==> src/rtl/gfam_pkg.sv <==
// Shared types and constants for the gated frequency / amplitude meter.
// No dependencies; used by the top level and its checker.
package gfam_pkg;

    typedef logic [2:0]  op_t;
    typedef logic [1:0]  kind_t;
    typedef logic [15:0] value_t;

    // Input operation codes
    localparam op_t OP_TICK    = 3'd0;
    localparam op_t OP_EDGE    = 3'd1;
    localparam op_t OP_SAMPLE  = 3'd2;
    localparam op_t OP_START_F = 3'd3;
    localparam op_t OP_START_A = 3'd4;
    localparam op_t OP_DC      = 3'd5;

    // Result kinds
    localparam kind_t KIND_FREQ = 2'd0;
    localparam kind_t KIND_PP   = 2'd1;
    localparam kind_t KIND_DC   = 2'd2;

    // Gate modes
    localparam logic MODE_FREQ = 1'b0;
    localparam logic MODE_AMPL = 1'b1;

    localparam value_t GATE_RESET    = 16'd44240;
    localparam logic [11:0] FULL_SCALE_MV = 12'd2500;
    localparam value_t VALUE_MAX     = 16'hFFFF;

endpackage

==> src/rtl/gated_frequency_amplitude_meter.sv <==
// Gated frequency / amplitude meter, top level.
// Depends on gfam_pkg.
//
// Usage:
//   Input channel (s_valid/s_ready, s_op, s_sample) carries gate ticks, signal
//   edges, ADC samples and commands (start frequency gate, start amplitude
//   gate, DC convert). Result channel (m_valid/m_ready, m_kind, m_value)
//   carries one result per closed gate or per DC convert.
//   cfg_we/cfg_wdata write gate_length; write only while the block is idle.
// Result path: a result is registered in the result register, or in the skid
//   register while that stalls, from the closing tick or the DC convert.
// Throughput: one input transfer per cycle while s_ready is high, set by the
//   single register stage of gate state and the one shared millivolt
//   multiplier in front of the result register.
// Reset (aresetn low, synchronous): gate closed, counters cleared, minimum
//   set to all ones, gate_length back to 44240, result channel empty.
// Stall: a two-entry output (result register plus skid register) lets one
//   result wait while the next transfer is still taken; s_ready drops only
//   while the skid register is full, and no result is lost or repeated.
module gated_frequency_amplitude_meter #(
    parameter int ADC_BITS = 12
) (
    input  logic        aclk,
    input  logic        aresetn,
    input  logic        cfg_we,
    input  logic [15:0] cfg_wdata,
    input  logic        s_valid,
    output logic        s_ready,
    input  logic [2:0]  s_op,
    input  logic [11:0] s_sample,
    output logic        m_valid,
    input  logic        m_ready,
    output logic [1:0]  m_kind,
    output logic [15:0] m_value
);

    localparam int CODE_W = ADC_BITS + 1;
    localparam int PROD_W = CODE_W + 12;

    // Gate state
    logic [15:0]         gate_length_reg;
    logic [15:0]         tick_count_reg, tick_count_next;
    logic                gate_open_reg, gate_open_next;
    logic                gate_mode_reg, gate_mode_next;
    logic [15:0]         edge_count_reg, edge_count_next;
    logic [ADC_BITS-1:0] sample_max_reg, sample_max_next;
    logic [ADC_BITS-1:0] sample_min_reg, sample_min_next;
    logic                sample_seen_reg, sample_seen_next;

    // Output stage
    logic                out_valid_reg, skid_valid_reg;
    gfam_pkg::kind_t     out_kind_reg, skid_kind_reg;
    gfam_pkg::value_t    out_value_reg, skid_value_reg;

    logic                accept;
    logic [ADC_BITS-1:0] samp;
    logic [15:0]         tick_inc;
    logic                res_valid;
    gfam_pkg::kind_t     res_kind;
    gfam_pkg::value_t    res_value;
    logic                use_dc;
    logic                ampl_ok;
    logic [CODE_W-1:0]   mv_code;
    logic [PROD_W-1:0]   mv_prod;
    logic [PROD_W-1:0]   mv_shift;
    gfam_pkg::value_t    mv_sat;

    assign s_ready = !skid_valid_reg;
    assign accept  = s_valid && s_ready;
    assign samp    = ADC_BITS'(s_sample);
    assign tick_inc = tick_count_reg + 16'd1;

    // Shared millivolt conversion: DC sample or twice the peak-to-peak span
    assign use_dc  = (s_op == gfam_pkg::OP_DC);
    assign ampl_ok = sample_seen_reg && (sample_max_reg >= sample_min_reg);
    always_comb begin
        if (use_dc) begin
            mv_code = CODE_W'(samp);
        end else if (ampl_ok) begin
            mv_code = {sample_max_reg - sample_min_reg, 1'b0};
        end else begin
            mv_code = '0;
        end
        mv_prod  = PROD_W'(mv_code) * PROD_W'(gfam_pkg::FULL_SCALE_MV);
        mv_shift = mv_prod >> ADC_BITS;
        mv_sat   = (mv_shift > PROD_W'(gfam_pkg::VALUE_MAX)) ? gfam_pkg::VALUE_MAX
                                                              : mv_shift[15:0];
    end

    // Decode one transfer: gate state update and optional result
    always_comb begin
        tick_count_next  = tick_count_reg;
        gate_open_next   = gate_open_reg;
        gate_mode_next   = gate_mode_reg;
        edge_count_next  = edge_count_reg;
        sample_max_next  = sample_max_reg;
        sample_min_next  = sample_min_reg;
        sample_seen_next = sample_seen_reg;
        res_valid        = 1'b0;
        res_kind         = gfam_pkg::KIND_FREQ;
        res_value        = edge_count_reg;
        if (accept) begin
            unique case (s_op) inside
                gfam_pkg::OP_TICK: begin
                    if (gate_open_reg) begin
                        tick_count_next = tick_inc;
                        // close on reaching the length, or on wrap to zero
                        if (!(tick_inc < gate_length_reg && tick_inc != 16'd0)) begin
                            gate_open_next  = 1'b0;
                            tick_count_next = '0;
                            edge_count_next = '0;
                            res_valid       = 1'b1;
                            if (gate_mode_reg == gfam_pkg::MODE_FREQ) begin
                                res_kind  = gfam_pkg::KIND_FREQ;
                                res_value = edge_count_reg;
                            end else begin
                                res_kind  = gfam_pkg::KIND_PP;
                                res_value = mv_sat;
                            end
                        end
                    end
                end
                gfam_pkg::OP_EDGE: begin
                    if (gate_open_reg && gate_mode_reg == gfam_pkg::MODE_FREQ &&
                        edge_count_reg != gfam_pkg::VALUE_MAX) begin
                        edge_count_next = edge_count_reg + 16'd1;
                    end
                end
                gfam_pkg::OP_SAMPLE: begin
                    if (gate_open_reg && gate_mode_reg == gfam_pkg::MODE_AMPL) begin
                        if (samp > sample_max_reg) sample_max_next = samp;
                        if (samp < sample_min_reg) sample_min_next = samp;
                        sample_seen_next = 1'b1;
                    end
                end
                gfam_pkg::OP_START_F, gfam_pkg::OP_START_A: begin
                    gate_open_next   = 1'b1;
                    gate_mode_next   = (s_op == gfam_pkg::OP_START_A) ? gfam_pkg::MODE_AMPL
                                                                      : gfam_pkg::MODE_FREQ;
                    tick_count_next  = '0;
                    edge_count_next  = '0;
                    sample_max_next  = '0;
                    sample_min_next  = '1;
                    sample_seen_next = 1'b0;
                end
                gfam_pkg::OP_DC: begin
                    res_valid = 1'b1;
                    res_kind  = gfam_pkg::KIND_DC;
                    res_value = mv_sat;
                end
                default: begin
                    // unused op codes: drop
                end
            endcase
        end
    end

    // Hold gate state and configuration
    always_ff @(posedge aclk) begin
        if (!aresetn) begin
            gate_length_reg <= gfam_pkg::GATE_RESET;
            tick_count_reg  <= '0;
            gate_open_reg   <= 1'b0;
            gate_mode_reg   <= gfam_pkg::MODE_FREQ;
            edge_count_reg  <= '0;
            sample_max_reg  <= '0;
            sample_min_reg  <= '1;
            sample_seen_reg <= 1'b0;
        end else begin
            if (cfg_we) begin
                gate_length_reg <= cfg_wdata;
            end
            tick_count_reg  <= tick_count_next;
            gate_open_reg   <= gate_open_next;
            gate_mode_reg   <= gate_mode_next;
            edge_count_reg  <= edge_count_next;
            sample_max_reg  <= sample_max_next;
            sample_min_reg  <= sample_min_next;
            sample_seen_reg <= sample_seen_next;
        end
    end

    // Advance the result register, park a result in the skid register on stall
    always_ff @(posedge aclk) begin
        if (!aresetn) begin
            out_valid_reg  <= 1'b0;
            skid_valid_reg <= 1'b0;
        end else if (!out_valid_reg || m_ready) begin
            if (skid_valid_reg) begin
                out_valid_reg  <= 1'b1;
                skid_valid_reg <= 1'b0;
            end else begin
                out_valid_reg <= res_valid;
            end
        end else if (res_valid) begin
            skid_valid_reg <= 1'b1;
        end
    end

    always_ff @(posedge aclk) begin
        if (!out_valid_reg || m_ready) begin
            if (skid_valid_reg) begin
                out_kind_reg  <= skid_kind_reg;
                out_value_reg <= skid_value_reg;
            end else begin
                out_kind_reg  <= res_kind;
                out_value_reg <= res_value;
            end
        end else if (res_valid) begin
            skid_kind_reg  <= res_kind;
            skid_value_reg <= res_value;
        end
    end

    assign m_valid = out_valid_reg;
    assign m_kind  = out_kind_reg;
    assign m_value = out_value_reg;

endmodule

==> config.mk <==
export PLATFORM = sky130hd
export DESIGN_NAME = gated_frequency_amplitude_meter
export DESIGN_NICKNAME = d
export VERILOG_FILES = /design/src/rtl/gfam_pkg.sv /design/src/rtl/gated_frequency_amplitude_meter.sv
export SDC_FILE = /design/constraint.sdc
export NUM_CORES = 1
export LEC_CHECK = 0
export BUFFER_PORTS_ARGS = -buffer_cell sky130_fd_sc_hd__buf_2
export CORE_ASPECT_RATIO = 1.2
export CORE_MARGIN = 10
export CORE_UTILIZATION = 40
export CTS_BUF_LIST = sky130_fd_sc_hd__clkbuf_4
export CTS_CLUSTER_DIAMETER = 80
export CTS_CLUSTER_SIZE = 20
export DETAILED_ROUTE_END_ITERATION = 10
export PLACE_DENSITY = 0.55
export SETUP_SLACK_MARGIN = 0.4
export SYNTH_ARGS = -nofsm -noshare
export SYNTH_HDL_FRONTEND = slang
export SYNTH_SLANG_ARGS = --single-unit
==> constraint.sdc <==
create_clock -name aclk -period 8 [get_ports aclk]
set_input_delay 0.8 -clock aclk [delete_from_list [all_inputs] [get_ports aclk]]
set_output_delay 0.8 -clock aclk [all_outputs]
set_load 0.03 [all_outputs]
* Word level (Yosys, flattened, before mapping)
Cells that the tools add are included.
** Word-level totals
- Bits in read-only memories :: 0
- Bits of input ports :: 36
- Output and inout port bits :: 20
- Register bits after elaboration :: 113
- Memories :: 0
- Memory bits (writable) :: 0
- Word-level logic and storage cells :: 101
- Bits in latches :: 0
** Operators by class
- Mux-type cells :: 39
- Shift-type cells :: 0
- Reduce and logical (&&, ||, !) cells :: 24
- Bitwise gates (word level) :: 3
- $add $sub $neg :: 3
- Divide/modulo/power cells :: 0
- Equal/unequal tests :: 12
- Order comparisons :: 5
- Multipliers :: 1
** Operators with widths (number)
- $mux W16 :: 11
- $pmux W16 S2 :: 2
- $mux W12 :: 4
- $pmux W12 S2 :: 2
- $pmux W16 S3 :: 1
- $add A16 B1 Y16 const B :: 2
- $mux W13 :: 2
- $mul A13 B10 Y23 const B :: 1
- $gt A13 B16 Y1 const B :: 1
- $lt A16 B16 Y1 :: 1
- $ne A16 B16 Y1 const B :: 1
- $reduce_bool A16 Y1 :: 1
- $ge A12 B12 Y1 :: 1
- $gt A12 B12 Y1 :: 1
- $lt A12 B12 Y1 :: 1
- $sub A12 B12 Y12 :: 1
- $mux W1 :: 11
- $ne A2 B1 Y1 const B :: 4
- $reduce_and A4 Y1 :: 2
- $eq A3 B2 Y1 const B :: 2
- $eq A3 B3 Y1 const B :: 2
- $logic_and A1 B1 Y1 :: 6
- $pmux W1 S2 :: 3
- $reduce_and A2 Y1 :: 3
- other kinds (13) :: 21

* Logic depth before layout (Yosys ltp)
Gate-level depths: netlist of the first run.
- Word-level depth :: 13
- Mapped depth :: 32

* Least setup slack after synthesis of the first run
OpenSTA, ideal clock, no wires.
- Kind :: flip-flop to flip-flop
- Start point :: register sample_max_reg[0]
- End point :: register out_value_reg[12] (netlist: m_value[12]), data pin
- Period minus slack after synthesis :: 7110 ps
- Data arrival time :: 6849 ps
- Setup slack :: 890 ps
- Cell stages (with the launch flop) :: 33
- Cells stage by stage :: dfxtp_1 inv_1 ha_1 inv_1 fa_1 a21o_1 a21oi_1 a21o_1 a21oi_1 or3_1 a311oi_1 nor4b_1 clkbuf_1 a22oi_1 fa_1 inv_1 ha_1 inv_1 fa_1 inv_1 ha_1 inv_1 fa_1 inv_1 ha_1 nand3_1 o22ai_1 o31ai_1 a21oi_1 o41ai_1 o21bai_1 xor2_1 a221o_1
** Between the ends
- Longest elaborated chain between the ends :: 13
- Elaborated cells between the ends (all ways) :: 14
- Those cells by class :: add/sub: 1; mul: 1; order compare: 2; mux: 9; reduce/logical: 1
** RTL lines
- start, declared :: line gated_frequency_amplitude_meter.sv:46 : logic [ADC_BITS-1:0] sample_max_reg, sample_max_next;
- start signal, assigned :: line gated_frequency_amplitude_meter.sv:177 : sample_max_reg <= sample_max_next;
- $ge A12 B12 Y1 :: line gated_frequency_amplitude_meter.sv:75 : assign ampl_ok = sample_seen_reg && (sample_max_reg >= sample_min_reg);
- $logic_and A1 B1 Y1 :: line gated_frequency_amplitude_meter.sv:75
- $mux W13 (*) :: line gated_frequency_amplitude_meter.sv:79 : end else if (ampl_ok) begin
- $mux W13 (*) :: line gated_frequency_amplitude_meter.sv:77 : if (use_dc) begin
- $mul A13 B10 Y23 (*) :: line gated_frequency_amplitude_meter.sv:84 : mv_prod = PROD_W'(mv_code) * PROD_W'(gfam_pkg::FULL_SCALE_MV);
- $gt A13 B16 Y1 :: line gated_frequency_amplitude_meter.sv:86 : mv_sat = (mv_shift > PROD_W'(gfam_pkg::VALUE_MAX)) ? gfam_pkg::VALUE_MAX
- $mux W16 (*) :: line gated_frequency_amplitude_meter.sv:86
- $mux W16 :: line gated_frequency_amplitude_meter.sv:113 : if (gate_mode_reg == gfam_pkg::MODE_FREQ) begin
- $mux W16 :: line gated_frequency_amplitude_meter.sv:108 : if (!(tick_inc < gate_length_reg && tick_inc != 16'd0)) begin
- $mux W16 :: line gated_frequency_amplitude_meter.sv:105 : if (gate_open_reg) begin
- $pmux W16 S2 (*) :: line gated_frequency_amplitude_meter.sv:103 : unique case (s_op) inside
- $mux W16 (*) :: line gated_frequency_amplitude_meter.sv:102 : if (accept) begin
- $mux W16 (*) :: line gated_frequency_amplitude_meter.sv:202 : if (skid_valid_reg) begin
- end signal, assigned :: line gated_frequency_amplitude_meter.sv:204 : out_value_reg <= skid_value_reg;
- end signal, assigned :: line gated_frequency_amplitude_meter.sv:207 : out_value_reg <= res_value;
- end, declared :: line gated_frequency_amplitude_meter.sv:53 : gfam_pkg::value_t out_value_reg, skid_value_reg;
Mark *: on every way between the ends. The rest lies on a longest branch, timed or not.
A chain may end at the register's enable or synchronous reset.

* Worst setup path after layout of the first run
Ends and elaborated chain as after synthesis.

==> impl_metrics.toml, run 1 <==
[clock_network]
clock_sinks = 113
postCtsSetupBuffers = 0
cts_root_buffer = "clkbuf_4"
ctsLongestPathBuffers = 2
hold_buffers = 0
worstSkewPairLatency_ns = 0.56
htreeDepth = 4
cts_resized = 0
clkTransAtPathRegs_ns = 0.12
cts_buffers = 17
cts_tree = "yes"

[placed_design]
dp_hpwl_mm = 16.1
portBuffers = 55
gp_congestion = 0.836
pre_cts_slack_ns = 0.501
place_area_mm2 = 0.00936

[timing]
fin_crit_sh = 0.893
drv_slew = 0
max_freq_mhz = 140
whs_ns = 0.459
fin_skew_ns = 0.0174
finalSetupViolations = 0
rsz0062_at_grt = "false"
finalSetupTns_ns = 0
slew_headroom = 0.200
fin_ws_ns = 0.852
finalHoldViolCount = 0
fin_crit_ns = 7.15
tightest_slew_ns = 1.19

[synth]
synth_edf_count = 36
ys_top_cells_by_area = "dfxtp_1 17%, ha_1 16%, edfxtp_1 12%"
ys_async_sr_fraction = 0
synth_fp_nets = 1160
synth_top_area_cell = "dfxtp_1"
ys_seq_elements = 113
synth_warnings = 0
syn_area_per_cell_um2 = 9.01
syn_inst = 987
synth-seq-area-share = 0.295
synth_top_area_share = 0.173
synthDistinctLibCells = 71
synth-main-ff-cell = "dfxtp_1"
syn-cell-area_mm2 = 0.00889

[route]
drtIter0Drc = 360
drt_pass1_iterations = 7
vias = 7018
viasPerCell = 5.35
wl_per_cell_um = 16.3
final_antenna_net_count = 0
wl_mm = 21.3
drc = 0

[global_routing]
grt_start_max_net_pins = 67
grt_pass1_vias = 7057
overflow = 0
antenna_found_initial = 1
gr-usage-all-layers = 0.153
grt_pass1_wl_mm = 35.3

[power_and_ir_drop]
power_mw = 1.31
power_density_mw_per_mm2 = 134
max-vdd-ir-drop_mv = 0.0791
leakage_nw = 4.74

[floorplanning]
die_h_um = 183
coreArea_mm2 = 0.0218
fp-row-count = 59
start_util = 0.408
die_w_um = 156
ios = 56
dieArea_mm2 = 0.0286

[finish]
fillers = 2133
final_cell_area_mm2 = 0.00976
area_growth_pct = 9.81
layout-drive-gt1-share = 0.119
nNetsFinal = 1196

[setup_path]
crit_top_cell = "inv_1"
required_ns = 8.31
critical_path_class = "reg2reg"
cp_max_fo = 10
arrival_ns = 7.46
cp_slowest_cell = "fa_1"
start_kind = "register"
max_stage_delay_ns = 0.50
crit_path_end_kind = "register"

[run_status]
status = "completed"

[flow_run]
maxCapViolCount = 0

[hold_path]
hold_class = "in2reg"
cell type report:
| cell class | count | area [µm²] | share of cell area |
|---|---|---|---|
| tap | 274 | 343 | 0.0351 |
| clock buffer | 17 | 128 | 0.0131 |
| inverter | 115 | 432 | 0.0442 |
| sequential | 113 | 2620 | 0.269 |
| antenna | 1 | 2.50 | 0.000256 |
| multi-input combinational | 711 | 5680 | 0.582 |
| timing repair buffer | 65 | 350 | 0.0359 |
| clock inverter | 15 | 208 | 0.0213 |
stage by stage:
stage | util | std cells
3_3_place_gp | 0.430 | 1278
3_5_place_dp | 0.430 | 1278
2_1_floorplan | - | 987
5_1_grt | 0.448 | 1311
6_report | 0.448 | 1311
4_1_cts | 0.445 | 1310
synthesized netlist by cell type, types with 16 or more instances:
library cell	count
nor2b_1	28
nand3_1	28
mux2i_1	24
a21o_1	20
clkbuf_1	31
xor2_1	16
nand2_1	82
xnor2_1	21
o21ai_0	34
fa_1	26
nor2_1	42
dfxtp_1	77
ha_1	111
a21oi_1	37
edfxtp_1	36
inv_1	114
a22oi_1	23
cells by family (layout without fill, tap and decap cells):
family	count (synthesis)	count (layout)	share of synthesized area
compound gates	236	236	0.184
xor+xnor	37	37	0.0365
fa+ha+maj	137	137	0.215
buf+inv	163	212	0.0753
flops	113	113	0.295
mux	27	27	0.0308
other cells	0	1	0
simple gates	274	274	0.164
path summary, 6_finish.rpt:
path / start / end / slack, ns / depth (start not counted)
worst max-delay path: sample_max_reg[0] / m_value[12] / 0.85 / 31
worst min-delay path: cfg_wdata[10] / gate_length_reg[10] / 0.46 / 3
worst max register to register: sample_max_reg[0] / m_value[12] / 0.85 / 31
worst min register to register: sample_max_reg[7] / sample_max_reg[7] / 0.49 / 2
cells in the final DEF (no fill, tap or decap), drive strengths merged, types with 16 or more instances in the layout:
master and count:
inv 118, ha 111, nand2 82, dfxtp 77, buf 65, o21ai 45, nor2 43, a21oi 37
edfxtp 36, nor2b 28, nand3 28, fa 26, mux2i 24, a22oi 23, xnor2 21, a21o 21
a21boi 19, clkbuf 17, xor2 16, and2 16
metal layers:
layer | track usage | wire, µm | vias up
li1 | - | - | 3567
met3 | 0.0260 | 612 | 24
met4 | 0.0457 | 342 | 0
met2 | 0.263 | 10500 | 109
met1 | 0.191 | 9930 | 3318
met5 | 0 | 0 | -
critical path, delay by kind of cell, from the launching register on:
kind            cells  cell delay [ns]
flops               1             0.34
xor+xnor            1             0.17
simple gates        3             0.58
compound gates     12             2.61
fa+ha+maj           8             2.74
buf+inv             7             0.49
power by group:
group	internal, mW	switching, mW
sequential	0.602	0.00782
clock	0.252	0.262
combinational	0.0723	0.113
total	0.926	0.383
(Power assumes the default switching activity.)
==> inputs of run 2 (changes only) <==
--- a/config.mk
+++ b/config.mk
@@ -9,7 +9,7 @@
 export CORE_ASPECT_RATIO = 1.2
 export CORE_MARGIN = 10
 export CORE_UTILIZATION = 40
-export CTS_BUF_LIST = sky130_fd_sc_hd__clkbuf_4
+export CTS_BUF_LIST = sky130_fd_sc_hd__clkbuf_8
 export CTS_CLUSTER_DIAMETER = 80
 export CTS_CLUSTER_SIZE = 20
 export DETAILED_ROUTE_END_ITERATION = 10
==> impl_metrics.toml, run 2 (synthesis gave the netlist of run 1 again) <==
[run_status]
status = "completed"

[finish]
fillers = 2109
diodes = 0
area_growth_pct = 11.0
seq_area_mm2 = 0.00262
final_common_cell = "inv_1"
layout-drive-gt1-share = 0.119
layout_common_cells = "114 x inv_1, 111 x ha_1, 82 x nand2_1"
nNetsFinal = 1196
multi_input_area_mm2 = 0.00568

[setup_path]
max_stage_delay_ns = 0.50
crit_top_cell = "inv_1"
critical_path_class = "reg2reg"
cpLargestDelayFamily = "adder cells"
cp_max_fo = 10
crit_path_end_kind = "register"
cp_slowest_cell = "fa_1"
start_kind = "register"
required_ns = 8.20
critPathBufInv = 7
arrival_ns = 7.34

[floorplanning]
die_h_um = 183
dieArea_mm2 = 0.0286
ios = 56
coreArea_mm2 = 0.0218
start_util = 0.408
die_w_um = 156
fp-row-count = 59

[route]
drtIter0Drc = 391
drt_pass1_iterations = 5
viasPerCell = 5.33
drc = 0
wl_per_cell_um = 16.3
final_antenna_net_count = 0
wl_mm = 21.4
vias = 6985

[global_routing]
met3_usage = 0.0260
gr-usage-all-layers = 0.153
globalRouteMet2Util = 0.264
grt_start_max_net_pins = 67
grt_pass1_vias = 7054
antenna_found_initial = 0
grt_pass1_wl_mm = 35.4
top_usage_layer = "met2"
overflow = 0
grtUsageMet1 = 0.191

[clock_network]
cts_tree = "yes"
htreeDepth = 4
clock_sinks = 113
ctsLongestPathBuffers = 2
clkTransAtPathRegs_ns = 0.07
hold_buffers = 0
cts_root_buffer = "clkbuf_8"
worstSkewPairLatency_ns = 0.45
cts_buffers = 17

[power_and_ir_drop]
power_density_mw_per_mm2 = 143
power_mw = 1.41
max-vdd-ir-drop_mv = 0.0906
leakage_nw = 4.78

[timing]
tightest_slew_ns = 1.19
rsz0062_at_grt = "false"
slew_headroom = 0.201
finalHoldViolCount = 0
fin_crit_sh = 0.892
drv_slew = 0
finalSetupTns_ns = 0
fin_skew_ns = 0.0108
fin_crit_ns = 7.14
finalSetupViolations = 0
max_freq_mhz = 140

[placed_design]
portBuffers = 55
gp_congestion = 0.836
dp_hpwl_mm = 16.1

[hold_path]
hold_class = "reg2reg"

[flow_run]
maxCapViolCount = 0
run 2: area by class of cell:
cell class                      instances  share of cell area
Tap cell                              274              0.0347
Clock inverter                         15              0.0211
Timing Repair Buffer                   65              0.0355
Multi-Input combinational cell        711               0.575
Sequential cell                       113               0.266
Clock buffer                           17              0.0237
Inverter                              115              0.0438
run 2: report_power, final:
group	internal, mW	switching, mW	total, mW
clock network	0.343	0.275	0.619
registers	0.602	0.00779	0.610
logic	0.0723	0.113	0.185
run 2: routing by layer:
layer  vias to the layer above  wire length, µm  part of all wire
met5                         -                0                 0
met4                         0              306             0.014
met3                        22              595             0.028
met2                        97            10400              0.49
met1                      3303            10100              0.47
li1                       3563                -                 -
run 2: repair_timing:
| action | 4_1_cts | 5_1_grt |
|---|---|---|
| setup endpoints to repair | 0 | 15 |
| resized for setup | 0 | 11 |
| setup buffers | 0 | 0 |
run 2: final timing paths:
path	startpoint	endpoint	slack, ns	cells past startpoint
worst min-delay path	sample_min_reg[2]	sample_min_reg[2]	0.48	1
worst min register to register	sample_min_reg[2]	sample_min_reg[2]	0.48	1
worst max register to register	sample_max_reg[0]	m_value[12]	0.86	31
worst max-delay path	sample_max_reg[0]	m_value[12]	0.86	31
run 2: through the flow:
stage / hold WS [ns] / area (µm²) / setup WS [ns] / util / std cells
finish: 0.484 / 9870 / 0.863 / 0.453 / 1310
floorplan: 0.455 / 8890 / 0.890 / - / 987
global route: 0.503 / 9870 / 0.421 / 0.453 / 1310
detailed placement: 0.470 / 9360 / 0.501 / 0.430 / 1278
global placement: 0.463 / 9360 / 0.632 / 0.430 / 1278
CTS: 0.489 / 9800 / 0.483 / 0.450 / 1310
